`src/rtl/hsvrgb_pkg.sv`:
```
// ---------------------------------------------------------------------------
// HSV to RGB converter package
// Constants, payload widths and per-channel helpers for the converter.
// ---------------------------------------------------------------------------
`default_nettype none

package hsvrgb_pkg;

   // Payload widths
   localparam int unsigned HUE_W   = 9;
   localparam int unsigned CHAN_W  = 8;
   localparam int unsigned REQ_W   = 40;
   localparam int unsigned RSP_W   = 32;
   localparam int unsigned NUM_CH  = 3;
   localparam int unsigned STAGES  = 4;

   // Angle constants in degrees
   localparam int unsigned TURN_DEG    = 360;
   localparam int unsigned SEXTANT_DEG = 60;
   localparam int unsigned FLAT_DEG    = 120;
   localparam int unsigned FALL_DEG    = 180;
   localparam int unsigned ZERO_DEG    = 240;

   // Full-scale denominator: 255 * 60
   localparam int unsigned DEN      = 15300;
   localparam int unsigned DEN_W    = 14;
   localparam int unsigned NUM_W    = 22;

   // Reciprocal of DEN, rounded up; exact for every numerator below 2^22
   localparam int unsigned RECIP_SHIFT = 36;
   localparam int unsigned RECIP_W     = 23;
   localparam logic [RECIP_W-1:0] RECIP =
      RECIP_W'(((64'd1 << RECIP_SHIFT) + 64'(DEN) - 64'd1) / 64'(DEN));
   localparam int unsigned PROD_W = NUM_W + RECIP_W;

   // Hue offsets for red, green, blue
   localparam logic [HUE_W-1:0] CH_OFFSET [NUM_CH] = '{9'd300, 9'd180, 9'd60};

   // Wrap (hue + offset) into 0..359
   function automatic logic [HUE_W-1:0] wrap_hue(input logic [HUE_W-1:0] hue,
                                                 input logic [HUE_W-1:0] offset);
      logic [HUE_W:0] sum;
      logic [HUE_W:0] res;
      sum = {1'b0, hue} + {1'b0, offset};
      priority if (sum >= 10'(2 * TURN_DEG)) begin
         res = sum - 10'(2 * TURN_DEG);
      end else if (sum >= 10'(TURN_DEG)) begin
         res = sum - 10'(TURN_DEG);
      end else begin
         res = sum;
      end
      return res[HUE_W-1:0];
   endfunction

   // Ramp weight: clamp(min(x, 240 - x), 0, 60)
   function automatic logic [5:0] ramp_weight(input logic [HUE_W-1:0] x);
      logic [5:0] w;
      priority if (x <= 9'(FLAT_DEG)) begin
         w = (x >= 9'(SEXTANT_DEG)) ? 6'(SEXTANT_DEG) : x[5:0];
      end else if (x >= 9'(ZERO_DEG)) begin
         w = '0;
      end else if (x >= 9'(FALL_DEG)) begin
         w = 6'(9'(ZERO_DEG) - x);
      end else begin
         w = 6'(SEXTANT_DEG);
      end
      return w;
   endfunction

endpackage

`default_nettype wire

```
`src/rtl/hsv_to_rgb_converter.sv`:
```
// ---------------------------------------------------------------------------
// HSV to RGB converter
// Converts one HSV pixel with alpha into 8-bit red, green and blue.
// ---------------------------------------------------------------------------
// Usage:
//   Input items arrive on the req_ stream (hue, saturation, brightness,
//   alpha); each produces exactly one result item on the rsp_ stream
//   (red, green, blue, alpha copied through). Hue codes 360..511 wrap.
//   rsp_tvalid rises once the item has passed the four register stages:
//   hue wrap, ramp weight times saturation, brightness multiply and
//   reciprocal divide by 15300. Each stage holds at most one pixel, so
//   throughput is one item per cycle while the receiver does not stall.
//   When the receiver stalls, each stage holds its item and stages behind
//   it keep filling bubbles; req_tready drops only once every stage ahead
//   of the input is occupied. Nothing is lost or repeated.
//   Synchronous reset empties the pipeline; req_tready is high right after.
// ---------------------------------------------------------------------------
`default_nettype none

module hsv_to_rgb_converter (
   input  wire logic                          clock,
   input  wire logic                          reset,
   // Input item
   input  wire logic                          req_tvalid,
   output logic                               req_tready,
   // [8:0] hue_deg, [16:9] saturation, [24:17] brightness, [32:25] alpha_in
   input  wire logic [hsvrgb_pkg::REQ_W-1:0]  req_tdata,
   // Result item
   output logic                               rsp_tvalid,
   input  wire logic                          rsp_tready,
   // [7:0] red, [15:8] green, [23:16] blue, [31:24] alpha_out
   output logic      [hsvrgb_pkg::RSP_W-1:0]  rsp_tdata
);

   localparam int unsigned HW = hsvrgb_pkg::HUE_W;
   localparam int unsigned CW = hsvrgb_pkg::CHAN_W;
   localparam int unsigned NC = hsvrgb_pkg::NUM_CH;
   localparam int unsigned ST = hsvrgb_pkg::STAGES;

   // Stage valid bits and per-stage load enables
   logic [ST-1:0] vld_ff;
   logic [ST-1:0] vld_in;
   logic [ST:0]   rdy;

   // Stage 0: wrapped hue per channel
   logic [HW-1:0] x_ff     [NC];
   logic [HW-1:0] x_in     [NC];
   logic [CW-1:0] sat0_ff;
   logic [CW-1:0] val0_ff;
   logic [CW-1:0] alpha0_ff;

   // Stage 1: factor 15300 - sat * weight
   logic [hsvrgb_pkg::DEN_W-1:0] d_ff [NC];
   logic [hsvrgb_pkg::DEN_W-1:0] d_in [NC];
   logic [CW-1:0] val1_ff;
   logic [CW-1:0] alpha1_ff;

   // Stage 2: numerator brightness * factor
   logic [hsvrgb_pkg::NUM_W-1:0] num_ff [NC];
   logic [hsvrgb_pkg::NUM_W-1:0] num_in [NC];
   logic [CW-1:0] alpha2_ff;

   // Stage 3: quotient, drives the result port
   logic [hsvrgb_pkg::PROD_W-1:0] prod   [NC];
   logic [CW-1:0]                 chan_ff [NC];
   logic [CW-1:0]                 chan_in [NC];
   logic [CW-1:0]                 alpha3_ff;

   // Ready chain: a stage loads when empty or when the next one loads
   always_comb begin
      rdy[ST] = rsp_tready;
      for (int s = ST - 1; s >= 0; s--) begin
         rdy[s] = !vld_ff[s] || rdy[s+1];
      end
   end

   assign req_tready = rdy[0];

   // Advance valid bits
   always_comb begin
      vld_in = vld_ff;
      if (rdy[0]) begin
         vld_in[0] = req_tvalid;
      end
      for (int s = 1; s < ST; s++) begin
         if (rdy[s]) begin
            vld_in[s] = vld_ff[s-1];
         end
      end
   end

   always_ff @(posedge clock) begin
      if (reset) begin
         vld_ff <= '0;
      end else begin
         vld_ff <= vld_in;
      end
   end

   // Per-channel datapath
   always_comb begin
      for (int c = 0; c < NC; c++) begin
         x_in[c]    = hsvrgb_pkg::wrap_hue(req_tdata[HW-1:0], hsvrgb_pkg::CH_OFFSET[c]);
         d_in[c]    = hsvrgb_pkg::DEN_W'(hsvrgb_pkg::DEN)
                      - (hsvrgb_pkg::DEN_W'(sat0_ff)
                         * hsvrgb_pkg::DEN_W'(hsvrgb_pkg::ramp_weight(x_ff[c])));
         num_in[c]  = hsvrgb_pkg::NUM_W'(val1_ff) * hsvrgb_pkg::NUM_W'(d_ff[c]);
         prod[c]    = hsvrgb_pkg::PROD_W'(num_ff[c]) * hsvrgb_pkg::PROD_W'(hsvrgb_pkg::RECIP);
         chan_in[c] = prod[c][hsvrgb_pkg::RECIP_SHIFT +: CW];
      end
   end

   // Payload registers, each held while its stage stalls
   always_ff @(posedge clock) begin
      if (rdy[0]) begin
         x_ff      <= x_in;
         sat0_ff   <= req_tdata[HW +: CW];
         val0_ff   <= req_tdata[HW+CW +: CW];
         alpha0_ff <= req_tdata[HW+2*CW +: CW];
      end
      if (rdy[1]) begin
         d_ff      <= d_in;
         val1_ff   <= val0_ff;
         alpha1_ff <= alpha0_ff;
      end
      if (rdy[2]) begin
         num_ff    <= num_in;
         alpha2_ff <= alpha1_ff;
      end
      if (rdy[3]) begin
         chan_ff   <= chan_in;
         alpha3_ff <= alpha2_ff;
      end
   end

   // Result item
   assign rsp_tvalid = vld_ff[ST-1];
   assign rsp_tdata  = {alpha3_ff, chan_ff[2], chan_ff[1], chan_ff[0]};

endmodule

`default_nettype wire

```
`config.mk`:
```
export PLATFORM = sky130hd
export DESIGN_NAME = hsv_to_rgb_converter
export DESIGN_NICKNAME = d
export VERILOG_FILES = /design/src/rtl/hsvrgb_pkg.sv /design/src/rtl/hsv_to_rgb_converter.sv
export SDC_FILE = /design/constraint.sdc
export NUM_CORES = 2
export LEC_CHECK = 0
export BUFFER_PORTS_ARGS = -buffer_cell sky130_fd_sc_hd__buf_4
export CAP_MARGIN = 20
export CORE_AREA = 2 2 417 419
export DETAILED_ROUTE_END_ITERATION = 8
export DIE_AREA = 0 0 419 421
export PLACE_DENSITY_LB_ADDON = 0.1
export SYNTH_ARGS = -nofsm -noshare
export SYNTH_HDL_FRONTEND = slang
export SYNTH_SLANG_ARGS = --single-unit
```
`constraint.sdc`:
```
create_clock -name clock -period 7.8 [get_ports clock]
set_clock_uncertainty 0.05 [all_clocks]
set_input_delay 1.56 -clock clock [delete_from_list [all_inputs] [get_ports clock]]
set_output_delay 1.56 -clock clock [all_outputs]
set_load 0.03 [all_outputs]
```
---- Word-level counts from Yosys, hierarchy flattened ----
Cells that the tools add are included.
storage, ports and cells
  bits in registers ....................... 219
  word-level logic and storage cells ...... 91
cells by class
  add/sub/neg operators ................... 15
  multiply operators ...................... 9
  order comparisons ....................... 18
  mux-type cells .......................... 18
  reduce and logical (&&, ||, !) cells .... 8
operators by type and width
  kind                    count
  $mul 22x22->43 const B  3
  $mux 6                  12
  $mul 8x14->22           3
  $ge 9x8->1 const B      6
  $mux 9                  6
  $mul 8x6->14            3
  $sub 14x14->14 const A  3
  $ge 10x10->1 const B    3
  $ge 10x9->1 const B     3
  $ge 9x6->1 const B      3
  $le 9x7->1 const B      3
  $sub 9x8->9 const B     3
  $sub 9x9->9 const B     3
  $sub 6x6->6 const A     3
  $add 9x6->10 const B    1
  $add 9x8->10 const B    1
  $add 9x9->10 const B    1
  $logic_not 1->1         4
  $logic_or 1x1->1        4

---- Depth between registers and ports, before layout ----
  depth in word-level cells ............... 6
  mapped depth ............................ 26
  mapped depth without buffers ............ 25

---- Worst setup path after synthesis ----
No wires, ideal clock.
  kind .................................... register to register
  start ................................... reg num_ff[16] (netlist bit)
  end ..................................... reg chan_ff (netlist bit rsp_tdata[18]), data pin
  setup time .............................. 0.258 ns
  arrival time ............................ 5.582 ns
  required time ........................... 7.492 ns
  setup slack ............................. 1.910 ns
  cell stages (with the launch flop) ...... 20
  clock period less this slack ............ 5.890 ns
  cell sequence ........................... edfxtp_1 ha_1 fa_1 inv_1 fa_1 inv_1 ha_1 fa_1 fa_1 inv_1 fa_1 inv_1 ha_1 and4_2 and2_1 a221o_1 a211oi_1 o21ai_1 a311o_1 xor2_1
RTL lines
  element                 line                         text
  from (decl)             hsv_to_rgb_converter.sv:59   logic [hsvrgb_pkg::NUM_W-1:0] num_ff [NC];
  from (signal assigned)  hsv_to_rgb_converter.sv:127  num_ff <= num_in;
  to (signal assigned)    hsv_to_rgb_converter.sv:131  chan_ff <= chan_in;
  to (decl)               hsv_to_rgb_converter.sv:65   logic [CW-1:0] chan_ff [NC];

==> reports/metrics.yaml <==
critical_path_class: "reg -> reg"
num_rows: 153
drv_cap: 0
dieArea_sq_mm: 0.176
synth-edff-count: 209
nets: 5971
drt_first_pass_iters: 5
syn_nets: 5885
die_w_um: 419
antenna_found_initial: 2
clock_latency_ns: 0.66
route.detailed.wl_per_inst_um: 15.0
drc: 0
tightest_slew_ns: 0.971
setup_viol: 0
finalHoldViolCount: 0
yosysUniqueCellTypes: 84
worstSetupEndpoint: "d_ff[12]$_DFFE_PP_"
rr_worst_depth: 23
yosysWarnings: 0
yosysTopAreaCellShare: 0.294
slew_headroom: 0.353
synth-seq-cells: 213
synth_common_cells: "1121 x inv_1, 865 x ha_1, 627 x fa_1"
drt_wl_total_mm: 102
postCtsSetupRepairBufs: 0
core_area_sq_mm: 0.172
synth_top_flop_cell: "edfxtp_1"
vias_per_cell: 4.14
clk_pin_slew_ns: 0.06
cp.arrival_ns: 7.14
async_flop_share: 0
overflow: 0
rrSetupSlack_ns: 1.08
max_freq_mhz: 149
postSynthCellCount: 4349
startpoint_type: "flop"
synth_most_common_cell: "inv_1"
r2r_start: "x_ff[19]$_DFFE_PP_"
nFillCells: 18500
cts_buffers: 31
design_area_sq_mm: 0.0472
drtAntennaViolNets: 0
cts.htree.levels: 1
port_buffers: 70
crit_fanout: 8
outcome: "complete, no violations"
avgSynthCellArea_sq_um: 9.82
slew_viol_final: 0
yosys.area.top_type: "fa_1"
yosysSeqAreaShare: 0.149
areaGrowthSynthToFinish_pct: 10.5
ctsHoldBuffers: 0
grt_pass1_vias: 30500
r2r_end: "d_ff[12]$_DFFE_PP_"
cts_tree: "built"
min_period_ns: 6.72
required_ns: 8.21
crit_path_start: "x_ff[19]$_DFFE_PP_"
start_util: 0.248
rsz0062_at_grt: "false"
dpl_cell_area_sq_mm: 0.0462
synthTopCellsByArea: "fa_1 29%, ha_1 25%, edfxtp_1 15%"
grt_pass1_wl_mm: 169
drt_iter0_markers: 880
place_congestion: 0.772
cts_buffer_depth: 3
vias: 28100
final.setup.tns_ns: 0
crit_path_end_kind: "flop"
root_buffer: "clkbuf_16"
postCtsResizedCells: 0
cts.sinks: 213
grt_use_total: 0.120
grt_max_degree: 70
layout-drive-gt1-share: 0.0406
hp-class: "reg -> reg"
pin_count: 78
die_h_um: 421
period_share: 0.862
dpl.hpwl_mm: 87.0
synth_area_sq_mm: 0.0427
## layer usage
layer | wire [um] | global-route usage | vias up
li1 | - | - | 14100
met1 | 54700 | 0.183 | 13800
met2 | 44100 | 0.186 | 171
met3 | 2020 | 0.0100 | 60
met4 | 1220 | 0.0176 | 0
met5 | 0 | 0 | -
## registers in the layout, indices dropped and copies added (netlist names)
register,cells
sat0_ff,8
x_ff,21
alpha3_ff,8
vld_ff,4
d_ff,42
val1_ff,8
alpha2_ff,8
rsp_tdata,24
alpha1_ff,8
alpha0_ff,8
val0_ff,8
num_ff,66
## per-stage QoR
stage,utilization,setup slack [ns],hold slack [ns],std cells
after detailed placement,0.268,1.04,0.355,6727
after floorplan,-,1.91,0.350,4349
after CTS,0.274,1.01,0.368,6785
final,0.274,1.08,0.366,6786
after global routing,0.274,0.662,0.373,6786
after global placement,0.268,1.03,0.351,6727
## kinds of logic after synthesis
logic type,count (synthesis),synth area share
buf+inv,1175,0.104
mux,10,0.00246
simple gates,879,0.102
compound gates,454,0.0694
flops,213,0.149
fa+ha+maj,1492,0.547
xor+xnor,126,0.0265
## cell type report
type	instances	area, sq um	share of cell area
Multi-Input combinational cell	2961	31900	0.676
Antenna cell	1	2.50	0.0000530
Timing Repair Buffer	105	801	0.0170
Clock inverter	18	191	0.00405
Sequential cell	213	6360	0.135
Inverter	1123	4220	0.0893
Clock buffer	40	810	0.0171
Tap cell	2325	2910	0.0616
## worst min path at each step
stage / cells after the start / endpoint / startpoint / slack [ns]
after global routing: 0 / alpha3_ff[2]$_DFFE_PP_ / alpha2_ff[2]$_DFFE_PP_ / 0.37
after detailed placement: 0 / alpha1_ff[3]$_DFFE_PP_ / alpha0_ff[3]$_DFFE_PP_ / 0.35
final: 0 / alpha1_ff[3]$_DFFE_PP_ / alpha0_ff[3]$_DFFE_PP_ / 0.37
after global placement: 0 / alpha1_ff[5]$_DFFE_PP_ / alpha0_ff[5]$_DFFE_PP_ / 0.35
after floorplan: 0 / alpha1_ff[0]$_DFFE_PP_ / alpha0_ff[0]$_DFFE_PP_ / 0.35
after CTS: 0 / alpha1_ff[5]$_DFFE_PP_ / alpha0_ff[5]$_DFFE_PP_ / 0.37
## placed cells by master, fill, tap and decap left out, drive strengths merged, types with 9 or more instances in the layout
cell type and count:
a211oi 17, nor3 36, nand2b 18, inv 1124
xor2 29, fa 627, and3 9, and2 238
o21bai 15, nand3 40, o21a 13, ha 865
clkinv 12, nor2b 24, o211ai 14, xnor2 97
nand2 340, edfxtp 209, a31oi 14, or3 10
o21ai 102, o31ai 9, nor2 104, clkbuf 40
a311oi 14, a21o 55, nand4 25, a21oi 140
mux2i 9, buf 105
## critical path, stage by stage (launching register included)
cell and delay, ns:
edfxtp_1 0.45, inv_1 0.11, ha_1 0.27, nand2b_1 0.30, nand3_1 0.13, o21ai_0 0.21
nor2b_1 0.46, a21oi_1 0.14, o21ai_1 0.60, nand2_1 0.17, fa_1 0.52, fa_1 0.50
fa_1 0.49, inv_1 0.05, fa_1 0.47, inv_1 0.04, ha_1 0.31, inv_1 0.06
o21bai_1 0.07, a21oi_1 0.24, o21bai_1 0.09, a21oi_1 0.26, or4b_1 0.46, o211ai_1 0.10
Power is left out: the tool's default activity adds up to more than one toggle a clock period on the data nets, which glitch-free logic cannot reach.
